==> config.mk <==
export PLATFORM = sky130hd
export DESIGN_NAME = tank_drive_ramp_mixer_top
export DESIGN_NICKNAME = d
export VERILOG_FILES = /design/src/rtl/tdrm_pkg.sv /design/src/rtl/tdrm_div.sv /design/src/rtl/tdrm_seq.sv /design/src/rtl/tank_drive_ramp_mixer_top.sv
export SDC_FILE = /design/constraint.sdc
export NUM_CORES = 1
export LEC_CHECK = 0
export ABC_CLOCK_PERIOD_IN_PS = 22300
export BUFFER_PORTS_ARGS = -buffer_cell sky130_fd_sc_hd__clkbuf_2
export CORE_UTILIZATION = 52
export CTS_BUF_LIST = sky130_fd_sc_hd__clkbuf_4
export DETAILED_ROUTE_END_ITERATION = 7
export PLACE_DENSITY = 0.71
export SYNTH_ARGS = -nofsm -noshare
export SYNTH_HDL_FRONTEND = slang
export SYNTH_SLANG_ARGS = --single-unit
==> constraint.sdc <==
create_clock -name aclk -period 22.3 [get_ports aclk]
set_input_delay 3.345 -clock aclk [delete_from_list [all_inputs] [get_ports aclk]]
set_output_delay 3.345 -clock aclk [all_outputs]
set_load 0.02 [all_outputs]
==> src/rtl/tdrm_pkg.sv <==
// ----------------------------------------------------------------------------
// tdrm_pkg
// Types and constants shared by the tank drive ramp mixer modules.
// ----------------------------------------------------------------------------
`default_nettype none

package tdrm_pkg;

    localparam int IN_W  = 40;
    localparam int OUT_W = 24;
    localparam int CFG_W = 12;

    localparam int DIV_NUM_W = 22;
    localparam int DIV_DEN_W = 12;
    localparam int DIV_CNT_W = 5;

    localparam logic [DIV_CNT_W-1:0] COMP_DIV_STEPS = 5'd22;
    localparam logic [DIV_CNT_W-1:0] RAMP_DIV_STEPS = 5'd9;
    localparam logic [11:0]          COMP_MAX       = 12'd4095;
    localparam logic [7:0]           DUTY_MAX       = 8'd255;

    localparam logic [1:0] CFG_DEADZONE   = 2'd0;
    localparam logic [1:0] CFG_RAMP_DEN   = 2'd1;
    localparam logic [1:0] CFG_BATT_EMPTY = 2'd2;
    localparam logic [1:0] CFG_BATT_FULL  = 2'd3;

    localparam logic [8:0]  DEADZONE_RST   = 9'd30;
    localparam logic [7:0]  RAMP_DEN_RST   = 8'd20;
    localparam logic [11:0] BATT_EMPTY_RST = 12'd2381;
    localparam logic [11:0] BATT_FULL_RST  = 12'd2936;

    localparam logic [1:0] DIR_STOP = 2'd0;
    localparam logic [1:0] DIR_FWD  = 2'd1;
    localparam logic [1:0] DIR_REV  = 2'd2;

    typedef struct packed {
        logic [8:0]  deadzone;
        logic [7:0]  ramp_den;
        logic [11:0] batt_empty;
        logic [11:0] batt_full;
    } cfg_t;

    typedef struct packed {
        logic                 start;
        logic [DIV_NUM_W-1:0] num;
        logic [DIV_DEN_W-1:0] den;
        logic [DIV_CNT_W-1:0] steps;
    } div_req_t;

    typedef struct packed {
        logic                 done;
        logic [DIV_NUM_W-1:0] quot;
    } div_rsp_t;

    typedef enum logic [3:0] {
        ST_IDLE,
        ST_TGT,
        ST_CDIV,
        ST_CWAIT,
        ST_LVL,
        ST_LDIV,
        ST_LWAIT,
        ST_RDIV,
        ST_RWAIT,
        ST_OUT,
        ST_EMIT_L,
        ST_EMIT_R
    } seq_state_t;

endpackage

`default_nettype wire

==> src/rtl/tdrm_div.sv <==
// ----------------------------------------------------------------------------
// tdrm_div
// Shared restoring divider, one quotient bit per cycle. The numerator is
// left aligned; the request gives how many top bits to process.
// ----------------------------------------------------------------------------
`default_nettype none

module tdrm_div (
    input  wire logic              aclk,
    input  wire logic              aresetn,
    input  wire tdrm_pkg::div_req_t req,
    output tdrm_pkg::div_rsp_t     rsp
);
    import tdrm_pkg::*;

    logic                 busy_reg, busy_next;
    logic                 done_reg, done_next;
    logic [DIV_CNT_W-1:0] cnt_reg, cnt_next;
    logic [DIV_NUM_W-1:0] num_reg, num_next;
    logic [DIV_NUM_W-1:0] quot_reg, quot_next;
    logic [DIV_DEN_W-1:0] den_reg, den_next;
    logic [DIV_DEN_W-1:0] rem_reg, rem_next;
    logic [DIV_DEN_W:0]   trial;
    logic                 ge;

    always_comb begin
        trial     = {rem_reg, num_reg[DIV_NUM_W-1]};
        ge        = trial >= {1'b0, den_reg};
        busy_next = busy_reg;
        done_next = 1'b0;
        cnt_next  = cnt_reg;
        num_next  = num_reg;
        quot_next = quot_reg;
        den_next  = den_reg;
        rem_next  = rem_reg;
        if (req.start) begin
            busy_next = 1'b1;
            cnt_next  = req.steps;
            num_next  = req.num;
            den_next  = req.den;
            quot_next = '0;
            rem_next  = '0;
        end else if (busy_reg) begin
            rem_next  = ge ? DIV_DEN_W'(trial - {1'b0, den_reg}) : trial[DIV_DEN_W-1:0];
            quot_next = {quot_reg[DIV_NUM_W-2:0], ge};
            num_next  = {num_reg[DIV_NUM_W-2:0], 1'b0};
            cnt_next  = cnt_reg - 1'b1;
            if (cnt_reg == DIV_CNT_W'(1)) begin
                busy_next = 1'b0;
                done_next = 1'b1;
            end
        end
    end

    always_ff @(posedge aclk) begin
        if (!aresetn) begin
            busy_reg <= 1'b0;
            done_reg <= 1'b0;
            cnt_reg  <= '0;
        end else begin
            busy_reg <= busy_next;
            done_reg <= done_next;
            cnt_reg  <= cnt_next;
        end
    end

    always_ff @(posedge aclk) begin
        num_reg  <= num_next;
        quot_reg <= quot_next;
        den_reg  <= den_next;
        rem_reg  <= rem_next;
    end

    assign rsp.done = done_reg;
    assign rsp.quot = quot_reg;

endmodule

`default_nettype wire

==> src/rtl/tdrm_seq.sv <==
// ----------------------------------------------------------------------------
// tdrm_seq
// Sequencer and datapath: targets, compensation divide, ramp divides,
// level update, compensated duty/direction and the result register.
// ----------------------------------------------------------------------------
`default_nettype none

module tdrm_seq (
    input  wire logic                          aclk,
    input  wire logic                          aresetn,
    input  wire tdrm_pkg::cfg_t                cfg,
    input  wire logic                          s_tvalid,
    output logic                               s_tready,
    input  wire logic [tdrm_pkg::IN_W-1:0]     s_tdata,
    output logic                               m_tvalid,
    input  wire logic                          m_tready,
    output logic [tdrm_pkg::OUT_W-1:0]         m_tdata
);
    import tdrm_pkg::*;

    seq_state_t state_reg, state_next;
    div_req_t   div_req;
    div_rsp_t   div_rsp;

    logic              conn_reg, turbo_reg;
    logic [9:0]        sy_reg, srx_reg;
    logic [11:0]       batt_reg;
    logic [11:0]       raw_reg;
    logic [11:0]       comp_reg;
    logic signed [8:0] lt_reg, rt_reg;
    logic signed [8:0] left_level_reg, right_level_reg;
    logic [7:0]        l_duty_reg, r_duty_reg;
    logic [1:0]        l_dir_reg, r_dir_reg;
    logic              m_valid_reg;

    function automatic logic signed [8:0] to_target(input logic signed [11:0] mix);
        logic [11:0] mag;
        logic [9:0]  cm;
        logic [17:0] p;
        logic [8:0]  t;
        mag = mix[11] ? 12'(-mix) : 12'(mix);
        cm  = (mag > 12'd512) ? 10'd512 : mag[9:0];
        p   = {cm, 8'b0} - 18'(cm);
        t   = {1'b0, p[16:9]};
        return mix[11] ? 9'(-$signed(t)) : $signed(t);
    endfunction

    // targets and battery clamp
    logic signed [10:0] fwd, turn, fwd_dz, turn_dz;
    logic [9:0]         fwd_mag, turn_mag;
    logic signed [11:0] mix_l, mix_r;
    logic [11:0]        raw_clamp;

    always_comb begin
        fwd      = 11'sd0 - $signed({sy_reg[9], sy_reg});
        turn     = $signed({srx_reg[9], srx_reg});
        fwd_mag  = fwd[10] ? 10'(-fwd) : fwd[9:0];
        turn_mag = turn[10] ? 10'(-turn) : turn[9:0];
        fwd_dz   = (fwd_mag < {1'b0, cfg.deadzone}) ? 11'sd0 : fwd;
        turn_dz  = (turn_mag < {1'b0, cfg.deadzone}) ? 11'sd0 : turn;
        mix_l    = {fwd_dz[10], fwd_dz} + {turn_dz[10], turn_dz};
        mix_r    = {fwd_dz[10], fwd_dz} - {turn_dz[10], turn_dz};
        if (batt_reg < cfg.batt_empty) begin
            raw_clamp = cfg.batt_empty;
        end else if (batt_reg > cfg.batt_full) begin
            raw_clamp = cfg.batt_full;
        end else begin
            raw_clamp = batt_reg;
        end
        if (raw_clamp == 12'd0) begin
            raw_clamp = 12'd1;
        end
    end

    // ramp path, shared by both motors
    logic              ramp_right;
    logic signed [8:0] cur_lvl, cur_tgt;
    logic signed [9:0] diff;
    logic [8:0]        diff_mag, q9, step;
    logic [7:0]        rs_eff;
    logic signed [10:0] lvl_ramp;

    always_comb begin
        ramp_right = (state_reg == ST_RDIV) || (state_reg == ST_RWAIT);
        cur_lvl    = ramp_right ? right_level_reg : left_level_reg;
        cur_tgt    = ramp_right ? rt_reg : lt_reg;
        diff       = {cur_tgt[8], cur_tgt} - {cur_lvl[8], cur_lvl};
        diff_mag   = diff[9] ? 9'(-diff) : diff[8:0];
        rs_eff     = (cfg.ramp_den == 8'd0) ? 8'd1 : cfg.ramp_den;
        q9         = div_rsp.quot[8:0];
        step       = ((q9 == 9'd0) && (diff != 10'sd0)) ? 9'd1 : q9;
        lvl_ramp   = diff[9] ? 11'({cur_lvl[8], cur_lvl[8], cur_lvl}) - 11'({2'b0, step})
                             : 11'({cur_lvl[8], cur_lvl[8], cur_lvl}) + 11'({2'b0, step});
    end

    // coast
    function automatic logic signed [8:0] coast(input logic signed [8:0] lvl);
        logic [7:0] mag;
        logic [9:0] m3;
        logic [8:0] r;
        mag = lvl[8] ? 8'(-lvl) : lvl[7:0];
        m3  = {mag, 1'b0} + 10'(mag);
        r   = {1'b0, m3[9:2]};
        return lvl[8] ? 9'(-$signed(r)) : $signed(r);
    endfunction

    // compensated output, shared multiplier
    logic signed [8:0] em_lvl;
    logic [7:0]        em_mag;
    logic [19:0]       em_prod;
    logic [9:0]        em_v;
    logic [7:0]        em_duty;
    logic [1:0]        em_dir;

    always_comb begin
        em_lvl  = (state_reg == ST_EMIT_R) ? right_level_reg : left_level_reg;
        em_mag  = em_lvl[8] ? 8'(-em_lvl) : em_lvl[7:0];
        em_prod = 20'(em_mag) * 20'(comp_reg);
        em_v    = em_prod[19:10];
        em_duty = (em_v > 10'(DUTY_MAX)) ? DUTY_MAX : em_v[7:0];
        if (em_duty == 8'd0) begin
            em_dir = DIR_STOP;
        end else if (em_lvl[8]) begin
            em_dir = DIR_REV;
        end else begin
            em_dir = DIR_FWD;
        end
    end

    // sequencer
    always_comb begin
        state_next    = state_reg;
        s_tready      = 1'b0;
        div_req.start = 1'b0;
        div_req.num   = {diff_mag, 13'b0};
        div_req.den   = {4'b0, rs_eff};
        div_req.steps = RAMP_DIV_STEPS;
        unique case (state_reg)
            ST_IDLE: begin
                s_tready = 1'b1;
                if (s_tvalid) begin
                    state_next = ST_TGT;
                end
            end
            ST_TGT: begin
                state_next = ST_CDIV;
            end
            ST_CDIV: begin
                div_req.start = 1'b1;
                div_req.num   = {cfg.batt_full, 10'b0};
                div_req.den   = raw_reg;
                div_req.steps = COMP_DIV_STEPS;
                state_next    = ST_CWAIT;
            end
            ST_CWAIT: begin
                if (div_rsp.done) begin
                    state_next = (conn_reg && !turbo_reg) ? ST_LDIV : ST_LVL;
                end
            end
            ST_LVL: begin
                state_next = ST_OUT;
            end
            ST_LDIV: begin
                div_req.start = 1'b1;
                state_next    = ST_LWAIT;
            end
            ST_LWAIT: begin
                if (div_rsp.done) begin
                    state_next = ST_RDIV;
                end
            end
            ST_RDIV: begin
                div_req.start = 1'b1;
                state_next    = ST_RWAIT;
            end
            ST_RWAIT: begin
                if (div_rsp.done) begin
                    state_next = ST_OUT;
                end
            end
            ST_OUT: begin
                if (!m_valid_reg) begin
                    state_next = ST_EMIT_L;
                end
            end
            ST_EMIT_L: begin
                state_next = ST_EMIT_R;
            end
            ST_EMIT_R: begin
                state_next = ST_IDLE;
            end
            default: begin
                state_next = ST_IDLE;
            end
        endcase
    end

    always_ff @(posedge aclk) begin
        if (!aresetn) begin
            state_reg <= ST_IDLE;
        end else begin
            state_reg <= state_next;
        end
    end

    always_ff @(posedge aclk) begin
        if (!aresetn) begin
            left_level_reg  <= '0;
            right_level_reg <= '0;
            m_valid_reg     <= 1'b0;
        end else begin
            if (m_valid_reg && m_tready) begin
                m_valid_reg <= 1'b0;
            end
            unique case (state_reg)
                ST_LVL: begin
                    if (conn_reg) begin
                        left_level_reg  <= lt_reg;
                        right_level_reg <= rt_reg;
                    end else begin
                        left_level_reg  <= coast(left_level_reg);
                        right_level_reg <= coast(right_level_reg);
                    end
                end
                ST_LWAIT: begin
                    if (div_rsp.done) begin
                        left_level_reg <= lvl_ramp[8:0];
                    end
                end
                ST_RWAIT: begin
                    if (div_rsp.done) begin
                        right_level_reg <= lvl_ramp[8:0];
                    end
                end
                ST_EMIT_R: begin
                    m_valid_reg <= 1'b1;
                end
                default: begin
                end
            endcase
        end
    end

    always_ff @(posedge aclk) begin
        if (state_reg == ST_IDLE && s_tvalid) begin
            conn_reg  <= s_tdata[0];
            sy_reg    <= s_tdata[10:1];
            srx_reg   <= s_tdata[20:11];
            turbo_reg <= s_tdata[21];
            batt_reg  <= s_tdata[33:22];
        end
        if (state_reg == ST_TGT) begin
            lt_reg  <= to_target(mix_l);
            rt_reg  <= to_target(mix_r);
            raw_reg <= raw_clamp;
        end
        if (state_reg == ST_CWAIT && div_rsp.done) begin
            comp_reg <= (div_rsp.quot > DIV_NUM_W'(COMP_MAX)) ? COMP_MAX : div_rsp.quot[11:0];
        end
        if (state_reg == ST_EMIT_L) begin
            l_duty_reg <= em_duty;
            l_dir_reg  <= em_dir;
        end
        if (state_reg == ST_EMIT_R) begin
            r_duty_reg <= em_duty;
            r_dir_reg  <= em_dir;
        end
    end

    tdrm_div u_div (
        .aclk    (aclk),
        .aresetn (aresetn),
        .req     (div_req),
        .rsp     (div_rsp)
    );

    assign m_tvalid = m_valid_reg;
    assign m_tdata  = {4'b0, r_dir_reg, r_duty_reg, l_dir_reg, l_duty_reg};

endmodule

`default_nettype wire

==> src/rtl/tank_drive_ramp_mixer_top.sv <==
// ----------------------------------------------------------------------------
// tank_drive_ramp_mixer_top
// Tank drive mixer with slew-rate limited motor levels and battery
// compensated duty output.
// ----------------------------------------------------------------------------
// One request per control tick: stick axes are deadzoned, tank-mixed and
// scaled to +-255 targets; levels ramp toward them (turbo jumps, disconnect
// coasts by 3/4); each level is multiplied by full*1024/raw, shifted right
// by 10 and sent as duty and direction. Each result waits for the result
// register to drain. The one shared restoring divider runs 22 steps for the
// compensation factor and 9 steps for each motor's ramp step. The next
// request is taken while the previous result waits in the result register.
// Configuration is written through cfg_wr_en/cfg_addr/cfg_wdata; the user
// must write it only while idle, the block itself does not enforce it.
// ----------------------------------------------------------------------------
`default_nettype none

module tank_drive_ramp_mixer_top (
    input  wire logic                            aclk,
    input  wire logic                            aresetn,
    input  wire logic                            cfg_wr_en,
    input  wire logic [1:0]                      cfg_addr,
    input  wire logic [tdrm_pkg::CFG_W-1:0]      cfg_wdata,
    input  wire logic                            s_tvalid,
    output logic                                 s_tready,
    // connected[0], stick_y[10:1], stick_rx[20:11], turbo[21],
    // battery_sample[33:22], zero[39:34]
    input  wire logic [tdrm_pkg::IN_W-1:0]       s_tdata,
    output logic                                 m_tvalid,
    input  wire logic                            m_tready,
    // left_duty[7:0], left_dir[9:8], right_duty[17:10], right_dir[19:18],
    // zero[23:20]
    output logic [tdrm_pkg::OUT_W-1:0]           m_tdata
);
    import tdrm_pkg::*;

    cfg_t cfg_reg;

    always_ff @(posedge aclk) begin
        if (!aresetn) begin
            cfg_reg.deadzone   <= DEADZONE_RST;
            cfg_reg.ramp_den   <= RAMP_DEN_RST;
            cfg_reg.batt_empty <= BATT_EMPTY_RST;
            cfg_reg.batt_full  <= BATT_FULL_RST;
        end else if (cfg_wr_en) begin
            unique case (cfg_addr)
                CFG_DEADZONE:   cfg_reg.deadzone   <= cfg_wdata[8:0];
                CFG_RAMP_DEN:   cfg_reg.ramp_den   <= cfg_wdata[7:0];
                CFG_BATT_EMPTY: cfg_reg.batt_empty <= cfg_wdata;
                CFG_BATT_FULL:  cfg_reg.batt_full  <= cfg_wdata;
                default: begin
                end
            endcase
        end
    end

    tdrm_seq u_seq (
        .aclk     (aclk),
        .aresetn  (aresetn),
        .cfg      (cfg_reg),
        .s_tvalid (s_tvalid),
        .s_tready (s_tready),
        .s_tdata  (s_tdata),
        .m_tvalid (m_tvalid),
        .m_tready (m_tready),
        .m_tdata  (m_tdata)
    );

endmodule

`default_nettype wire

# Word-level counts from Yosys, hierarchy flattened

Cells that the tools add are included.

Register bits: 235
Bits of input ports: 59
Output and inout bits: 26
Word-level logic and storage cells: 167

Add/subtract/negate cells: 24
Multipliers: 1
$lt $le $gt $ge: 9
Equality and inequality tests: 20
Multiplexer cells: 53
Bitwise logic cells: 2
Reduce and logical (&&, ||, !) cells: 27

Operators with widths:

| cell                                                                               | count |
|---|---|
| 9-bit two-way mux                                                                  | 11 |
| 12-bit two-way mux                                                                 | 5 |
| 8-bit two-way mux                                                                  | 7 |
| 22-bit two-way mux                                                                 | 2 |
| 4-bit one-hot mux with 11 select lines                                             | 1 |
| 10-bit two-way mux                                                                 | 4 |
| 39-bit two-way mux                                                                 | 1 |
| 8-bit negator with 9-bit output                                                    | 4 |
| 9-bit one-hot mux with 2 select lines                                              | 2 |
| 17-bit by 10-bit subtractor with 17-bit output                                     | 2 |
| 12-bit by 10-bit greater-than comparator with 1-bit output (second input constant) | 2 |
| 12-bit negator                                                                     | 2 |
| 8-bit negator                                                                      | 3 |
| 22-bit by 12-bit greater-than comparator with 1-bit output (second input constant) | 1 |
| 11-bit two-way mux                                                                 | 2 |
| 9-bit by 8-bit adder with 10-bit output                                            | 2 |
| 10-bit by 9-bit < comparator with 1-bit output                                     | 2 |
| 8-bit by 12-bit multiplier with 20-bit output                                      | 1 |
| 4-bit two-way mux                                                                  | 5 |
| 10-bit negator                                                                     | 2 |
| 4-bit by 3-bit equality test with 1-bit output (second input constant)             | 4 |
| 4-bit equality test (second input constant)                                        | 4 |
| 8-bit logical NOT                                                                  | 2 |
| 13-bit by 12-bit greater-or-equal comparator with 1-bit output                     | 1 |
| 34 further kinds                                                                   | 64 |

# Longest topological paths before layout

Gate-level depths: netlist (run 1).

Word-level depth: 13
Gate-level depth with buffers: 48
Mapped depth without buffers: 47

# Hierarchy

From an unflattened synthesis (run 1), not the netlist that was laid out.

Cell total of the unflattened synthesis: 2,371
Area, all modules: 20,888.8 um2

By module, submodules not included:

| module                    | instances | cells an instance | area each (um2) | seq. area each (um2) |
|---|---|---|---|---|
| tdrm_seq                  | 1         | 1,883             | 15,697.6        | 3,343.2 |
| tdrm_div                  | 1         | 328               | 3,568.4         | 1,841.8 |
| tank_drive_ramp_mixer_top | 1         | 160               | 1,622.8         | 820.8 |

# Worst setup path after synthesis (run 1)

Ideal clock, no wire load.

Kind: register to register
From: register u_seq.sy_reg[0]
To: register u_seq.lt_reg[4], data pin
Setup time: 0.259 ns
Arrival: 8.305 ns
Data required time: 22.041 ns
Slack: 13.736 ns
Cell stages (with the launch flop): 47
Path buffers: 2
Period minus slack after synthesis: 8.564 ns
Cell sequence: edfxtp_1 inv_1 ha_1 nand2b_1 nor2_1 nand2_1 nor2_1 a21oi_1 nand2_1 xnor2_1 ha_1 a21boi_0 o21a_1 o21ai_0 nand2b_1 a21oi_1 nor2b_1 o21ai_0 [11 not listed] nor4_4 a31oi_1 a2111oi_2 a21boi_2 nor2_1 nand2_1 ha_1 o2111ai_1 o31ai_1 a21oi_1 clkbuf_1 xnor2_1 a21boi_0 ha_1 o21ai_0 nor3_2 nor2_1 xor2_1

Cells in the longest elaborated chain, start to end: 13

RTL lines:

| element                                                    | line            | text |
|---|---|---|
| start, declared                                            | tdrm_seq.sv:26  | `logic [9:0] sy_reg, srx_reg;` |
| start signal, assigned                                     | tdrm_seq.sv:247 | `sy_reg <= s_tdata[10:1];` |
| 1-bit by 10-bit subtractor with 11-bit output *            | tdrm_seq.sv:55  | `fwd = 11'sd0 - $signed({sy_reg[9], sy_reg});` |
| 10-bit negator                                             | tdrm_seq.sv:57  | `fwd_mag = fwd[10] ? 10'(-fwd) : fwd[9:0];` |
| 10-bit two-way mux                                         | tdrm_seq.sv:57  |  |
| 10-bit by 9-bit < comparator with 1-bit output             | tdrm_seq.sv:59  | `fwd_dz = (fwd_mag < {1'b0, cfg.deadzone}) ? 11'sd0 : fwd;` |
| 11-bit two-way mux *                                       | tdrm_seq.sv:59  |  |
| 11-bit by 11-bit adder with 12-bit output *                | tdrm_seq.sv:61  | `mix_l = {fwd_dz[10], fwd_dz} + {turn_dz[10], turn_dz};` |
| 12-bit negator                                             | tdrm_seq.sv:41  | `mag = mix[11] ? 12'(-mix) : 12'(mix);` |
| 12-bit two-way mux                                         | tdrm_seq.sv:41  |  |
| 12-bit by 10-bit greater-than comparator with 1-bit output | tdrm_seq.sv:42  | `cm = (mag > 12'd512) ? 10'd512 : mag[9:0];` |
| 10-bit two-way mux                                         | tdrm_seq.sv:42  |  |
| 17-bit by 10-bit subtractor with 17-bit output             | tdrm_seq.sv:43  | `p = {cm, 8'b0} - 18'(cm);` |
| 8-bit negator with 9-bit output                            | tdrm_seq.sv:45  | `return mix[11] ? 9'(-$signed(t)) : $signed(t);` |
| 8-bit two-way mux *                                        | tdrm_seq.sv:45  |  |
| end signal, assigned                                       | tdrm_seq.sv:253 | `lt_reg <= to_target(mix_l);` |
| end, declared                                              | tdrm_seq.sv:30  | `logic signed [8:0] lt_reg, rt_reg;` |

Mark *: on every way between the ends. The rest lies on a longest branch, timed or not.
A chain may end at the register's enable or synchronous reset.

# Final worst setup path (run 1)

Same ends and word-level chain as after synthesis.

==> results of run 1 <==
-- layout make-up --
type / count / area (µm²) / area share
Multi-Input combinational cell: 1774 / 12900 / 0.607
Clock buffer: 96 / 721 / 0.0340
Inverter: 189 / 709 / 0.0335
Sequential cell: 225 / 5710 / 0.270
Tap cell: 504 / 631 / 0.0298
Timing Repair Buffer: 86 / 460 / 0.0217
Antenna cell: 2 / 5.00 / 0.000236
Clock inverter: 18 / 86.3 / 0.00408
-- kinds of logic (layout without fill, tap and decap cells) --
logic type	count (synthesis)	in the layout	share of synthesized area
compound gates	510	510	0.176
flops	225	225	0.290
fa+ha+maj	228	228	0.170
xor+xnor	151	151	0.0688
other cells	1	6	0.000191
buf+inv	289	389	0.0575
mux	79	79	0.0412
simple gates	802	802	0.196
-- placed cells by master (no fill, tap or decap), types with 90 or more instances in the layout --
| cell type | count |
|---|---|
| nand2_1 | 290 |
| ha_1 | 162 |
| nor2_1 | 176 |
| xnor2_1 | 90 |
| inv_1 | 189 |
| a21oi_1 | 127 |
| o21ai_0 | 99 |
| clkbuf_4 | 96 |
| dfxtp_1 | 104 |
| edfxtp_1 | 120 |
-- per-stage QoR --
step / std cells / setup WS (ps)
floorplan: 2288 / 13740
global placement: 2778 / 11710
detailed placement: 2778 / 11560
CTS: 2892 / 11480
global route: 2893 / 10420
finish: 2894 / 11350
-- path summary, 6_finish.rpt --
check | cells after the start | slack (ps) | startpoint | to
worst max-delay path | 43 | 11350 | u_seq.sy_reg[0] | u_seq.lt_reg[4]
worst min-delay path | 2 | 460 | cfg_reg[39] | cfg_reg[39]
worst max register to register | 43 | 11350 | u_seq.sy_reg[0] | u_seq.lt_reg[4]
worst min register to register | 2 | 460 | cfg_reg[39] | cfg_reg[39]
-- where the power goes --
part	leakage, nW	internal [mW]	switching, mW
sequential	1.98	0.533	0.0499
clock	0.487	0.196	0.180
combinational	7.16	0.541	0.819
-- worst max-delay path: cells and delay by family (launching register included) --
kind	cells	cell delay [ps]
AND/OR/NAND/NOR	17	3190
buffers and inverters	1	90
AO/OA/AOI/OAI	17	4660
flip-flops	1	420
XOR/XNOR	3	500
adder cells (fa/ha/maj)	5	1760
-- routing by layer --
metal  wire length (µm)  up-vias  GRT usage  part of all wire
li1                   -     8135          -                 -
met1              20800     7824      0.322              0.44
met2              22600      496      0.421              0.48
met4               1280        2     0.0949             0.027
met5                 11        -          0           0.00023
met3               2690       95     0.0375             0.057
==> results.sh, run 1 <==
export IMPL_port_buffers=74
export IMPL_post_cts_resize_count=0
export IMPL_hold_path_class="reg2reg"
export IMPL_yosys_warnings=0
export IMPL_crit_slowest_cell="a21oi_1"
export IMPL_slew_viol_final=0
export IMPL_grt_start_max_net_pins=48
export IMPL_startpoint_type="flop"
export IMPL_antenna_found_initial=3
export IMPL_setup_viol=0
export IMPL_drc_errors=0
export IMPL_cts_sink_count=225
export IMPL_dieArea_um2=38600
export IMPL_worstMarginPinSlew_ps=1160
export IMPL_yosysSeqAreaShare=0.290
export IMPL_yosysTopAreaCell="edfxtp_1"
export IMPL_grt_overflow_total=0
export IMPL_slew_limit_headroom=0.224
export IMPL_grt_pass1_vias=16100
export IMPL_cts_made_buffers=60
export IMPL_yosysMostFrequentCell="nand2_1"
export IMPL_area_growth_pct=7.65
export IMPL_post_route_period_util=0.491
export IMPL_status="finished clean"
export IMPL_core_area_um2=36900
export IMPL_clkLatencyLatePin_ps=820
export IMPL_wire_per_inst_um=16.4
export IMPL_cts_clk_slew_worst_paths_ps=70
export IMPL_skew_ps=91.7
export IMPL_fin_nets=2623
export IMPL_p_leak_nw=9.62
export IMPL_synthCells=2285
export IMPL_synthArstFlopShare=0
export IMPL_postCtsSetupRepairBufs=0
export IMPL_utilization=0.574
export IMPL_drive_gt1_frac=0.112
export IMPL_ys_flop_type="edfxtp_1"
export IMPL_worstPathArrival_ps=11460
export IMPL_hold_ws_ps=455
export IMPL_synth_avg_cell_area_um2=8.61
export IMPL_post_route_min_period_ps=10950
export IMPL_max_freq_mhz=91.3
export IMPL_drt_initial_drc_count=1163
export IMPL_die_w_um=196
export IMPL_crit_top_cell="nor2_1"
export IMPL_avgViaCountPerCell=5.72
export IMPL_initial_core_util=0.533
export IMPL_ys_ff_latch=225
export IMPL_top_level_ports=85
export IMPL_slowest_delay_ps=780
export IMPL_crit_type="reg2reg"
export IMPL_drv_cap=0
export IMPL_clock_root_buffer="clkbuf_4"
export IMPL_crit_fanout=19
export IMPL_postRouteAntennaNets=0
export IMPL_rsz0062_at_grt="no"
export IMPL_row_count=70
export IMPL_netlist_top_cells_count="nand2_1, inv_1, nor2_1"
export IMPL_crit_path_end_kind="flop"
export IMPL_die_y_um=196
export IMPL_grt_use_total=0.250
export IMPL_wl_mm=47.5
export IMPL_vdd_ir_drop_max_v=0.0000741
export IMPL_syn_area_um2=19700
export IMPL_synth_edf_count=120
export IMPL_vias=16600
export IMPL_hold_viol=0
export IMPL_gp_congestion=0.892
export IMPL_final_setup_tns_ps=0
export IMPL_final_cell_area_um2=21200
export IMPL_cts_tree="built"
export IMPL_cellPowerDensity_nw_per_um2=110
export IMPL_postCtsHoldBufs=0
export IMPL_dpl_hpwl_mm=36.4
export IMPL_nFillCells=3366
export IMPL_synthDominantCellAreaShare=0.183
export IMPL_ys_top_cells_by_area="edfxtp_1, dfxtp_1, ha_1"
export IMPL_dr_pass1_iters=8
export IMPL_synth_distinct_cells=101
export IMPL_grt_pass1_wl_mm=78.4
export IMPL_total_power_mw=2.32
export IMPL_cts_path_max_buffers=3
export IMPL_dpl_instance_area_um2=20400
export IMPL_largest_reg_flops=41
export IMPL_cp_data_required_time_ps=22810
export IMPL_h_tree_depth=2
Power figures use the tool's default switching activity.
==> run 2: changes to the inputs <==
--- a/config.mk
+++ b/config.mk
@@ -5,12 +5,12 @@
 export SDC_FILE = /design/constraint.sdc
 export NUM_CORES = 1
 export LEC_CHECK = 0
-export ABC_CLOCK_PERIOD_IN_PS = 22300
+export ABC_CLOCK_PERIOD_IN_PS = 8900
 export BUFFER_PORTS_ARGS = -buffer_cell sky130_fd_sc_hd__clkbuf_2
 export CORE_UTILIZATION = 52
 export CTS_BUF_LIST = sky130_fd_sc_hd__clkbuf_4
 export DETAILED_ROUTE_END_ITERATION = 7
-export PLACE_DENSITY = 0.71
+export PLACE_DENSITY = 0.74
 export SYNTH_ARGS = -nofsm -noshare
 export SYNTH_HDL_FRONTEND = slang
 export SYNTH_SLANG_ARGS = --single-unit
==> constraint.sdc (replaced) <==
create_clock -name aclk -period 8.9 [get_ports aclk]
set_input_delay 1.335 -clock aclk [delete_from_list [all_inputs] [get_ports aclk]]
set_output_delay 1.335 -clock aclk [all_outputs]
set_load 0.02 [all_outputs]
==> results.sh, run 2 (synthesized netlist as in run 1, its figures left out) <==
export IMPL_skew_ps=65.6
export IMPL_final_cell_mix="nand2_1, inv_1, nor2_1, ha_1, a21oi_1"
export IMPL_cellPowerDensity_nw_per_um2=283
export IMPL_post_route_min_period_ps=8360
export IMPL_post_route_worst_setup_slack_ps=536
export IMPL_hold_path_class="reg2reg"
export IMPL_drt_initial_drc_count=1094
export IMPL_largest_reg_flops=41
export IMPL_vias=16800
export IMPL_clkLatencyLatePin_ps=790
export IMPL_cts_path_max_buffers=3
export IMPL_port_buffers=74
export IMPL_cts_made_buffers=59
export IMPL_slew_limit_headroom=0.255
export IMPL_grt_pass1_vias=16200
export IMPL_dieArea_um2=38600
export IMPL_final_common_cell="nand2_1"
export IMPL_grt_pass1_wl_mm=79.8
export IMPL_nFillCells=3245
export IMPL_startpoint_type="flop"
export IMPL_core_area_um2=36900
export IMPL_postRouteAntennaNets=0
export IMPL_pre_cts_ws_ps=157
export IMPL_row_count=70
export IMPL_drive_gt1_frac=0.140
export IMPL_area_growth_pct=10.6
export IMPL_fin_nets=2678
export IMPL_initial_core_util=0.533
export IMPL_wl_mm=48.5
export IMPL_gp_congestion=0.918
export IMPL_postCtsSetupRepairBufs=0
export IMPL_worstPathArrival_ps=8870
export IMPL_crit_top_cell="nand2b_1"
export IMPL_setup_viol=0
export IMPL_crit_path_end_kind="flop"
export IMPL_worstMarginPinSlew_ps=1120
export IMPL_hold_viol=0
export IMPL_avgViaCountPerCell=5.70
export IMPL_wire_per_inst_um=16.5
export IMPL_crit_type="reg2reg"
export IMPL_h_tree_depth=2
export IMPL_cts_tree="built"
export IMPL_cp_data_required_time_ps=9410
export IMPL_grt_overflow_total=0
export IMPL_slew_viol_final=0
export IMPL_crit_slowest_cell="or4_4"
export IMPL_dr_pass1_iters=5
export IMPL_status="finished clean"
export IMPL_crit_fanout=7
export IMPL_drc_errors=0
export IMPL_cts_sink_count=225
export IMPL_dpl_hpwl_mm=37.3
export IMPL_clock_root_buffer="clkbuf_4"
export IMPL_die_w_um=196
export IMPL_slowest_delay_ps=470
export IMPL_die_y_um=196
export IMPL_rsz0062_at_grt="yes"
export IMPL_post_route_period_util=0.940
export IMPL_cts_clk_slew_worst_paths_ps=70
export IMPL_grt_use_total=0.253
export IMPL_grt_start_max_net_pins=48
export IMPL_drv_cap=0
export IMPL_top_level_ports=85
export IMPL_hold_ws_ps=469
export IMPL_utilization=0.590
export IMPL_postCtsHoldBufs=0
export IMPL_antenna_found_initial=2
export IMPL_final_setup_tns_ps=0
export IMPL_p_leak_nw=9.89
export IMPL_vdd_ir_drop_max_v=0.000213
export IMPL_max_freq_mhz=120
run 2: cell count changes in the layout (fill, tap and decap cells not counted), sizes merged:
| cell | change |
|---|---|
| buf | +56 |
| clkinv | +7 |
| clkbuf | -14 |
| inv | +1 |
| diode | -1 |
| bufinv | +2 |
run 2: final cells by class:
| class | instances | area [µm²] | share of cell area |
|---|---|---|---|
| Timing Repair Buffer | 142 | 885 | 0.0407 |
| Multi-Input combinational cell | 1774 | 13000 | 0.599 |
| Inverter | 189 | 709 | 0.0326 |
| Clock inverter | 28 | 176 | 0.00811 |
| Antenna cell | 1 | 2.50 | 0.000115 |
| Tap cell | 504 | 631 | 0.0290 |
| Sequential cell | 225 | 5710 | 0.262 |
| Clock buffer | 82 | 616 | 0.0283 |
run 2: metal layers:
layer  track usage  wire length, µm  vias to the layer above
met5             0               11                        -
met4        0.0781              994                        2
met3        0.0354             2650                       78
met2         0.437            23500                      521
met1         0.325            21300                     7934
li1              -                -                     8252
run 2: worst max-delay path: cells and delay by family, from the launching register on:
family                   cells  cell delay (ps)
AO/OA/AOI/OAI               16             2770
AND/OR/NAND/NOR             18             2710
flip-flops                   1              400
buffers and inverters        3              420
adder cells (fa/ha/maj)      5             1220
XOR/XNOR                     4              550
run 2: path summary, 6_finish.rpt:
check | slack, ps | cells past startpoint | start | end
setup / recovery | 540 | 46 | u_seq.sy_reg[0] | u_seq.lt_reg[4]
setup reg to reg | 540 | 46 | u_seq.sy_reg[0] | u_seq.lt_reg[4]
hold reg to reg | 470 | 2 | cfg_reg[40] | cfg_reg[40]
hold / removal | 470 | 2 | cfg_reg[40] | cfg_reg[40]
run 2: power by group:
group	internal [mW]	switching [mW]	leakage, nW	total (mW)
combinational	1.58	2.18	7.44	3.76
sequential	1.33	0.121	1.98	1.46
clock	0.490	0.447	0.466	0.937
total	3.41	2.74	9.89	6.15
run 2: repair_timing:
action,CTS,global route
setup endpoints to repair,0,24
hold endpoints to repair,0,0
resized for setup,0,43
run 2: stage by stage:
step	instances	power [mW]	area [µm²]
2_1_floorplan	2288	4.17	19700
3_3_place_gp	2834	4.98	20800
3_5_place_dp	2834	5.09	20800
4_1_cts	2944	6.05	21600
5_1_grt	2945	6.64	21700
6_report	2945	6.15	21700
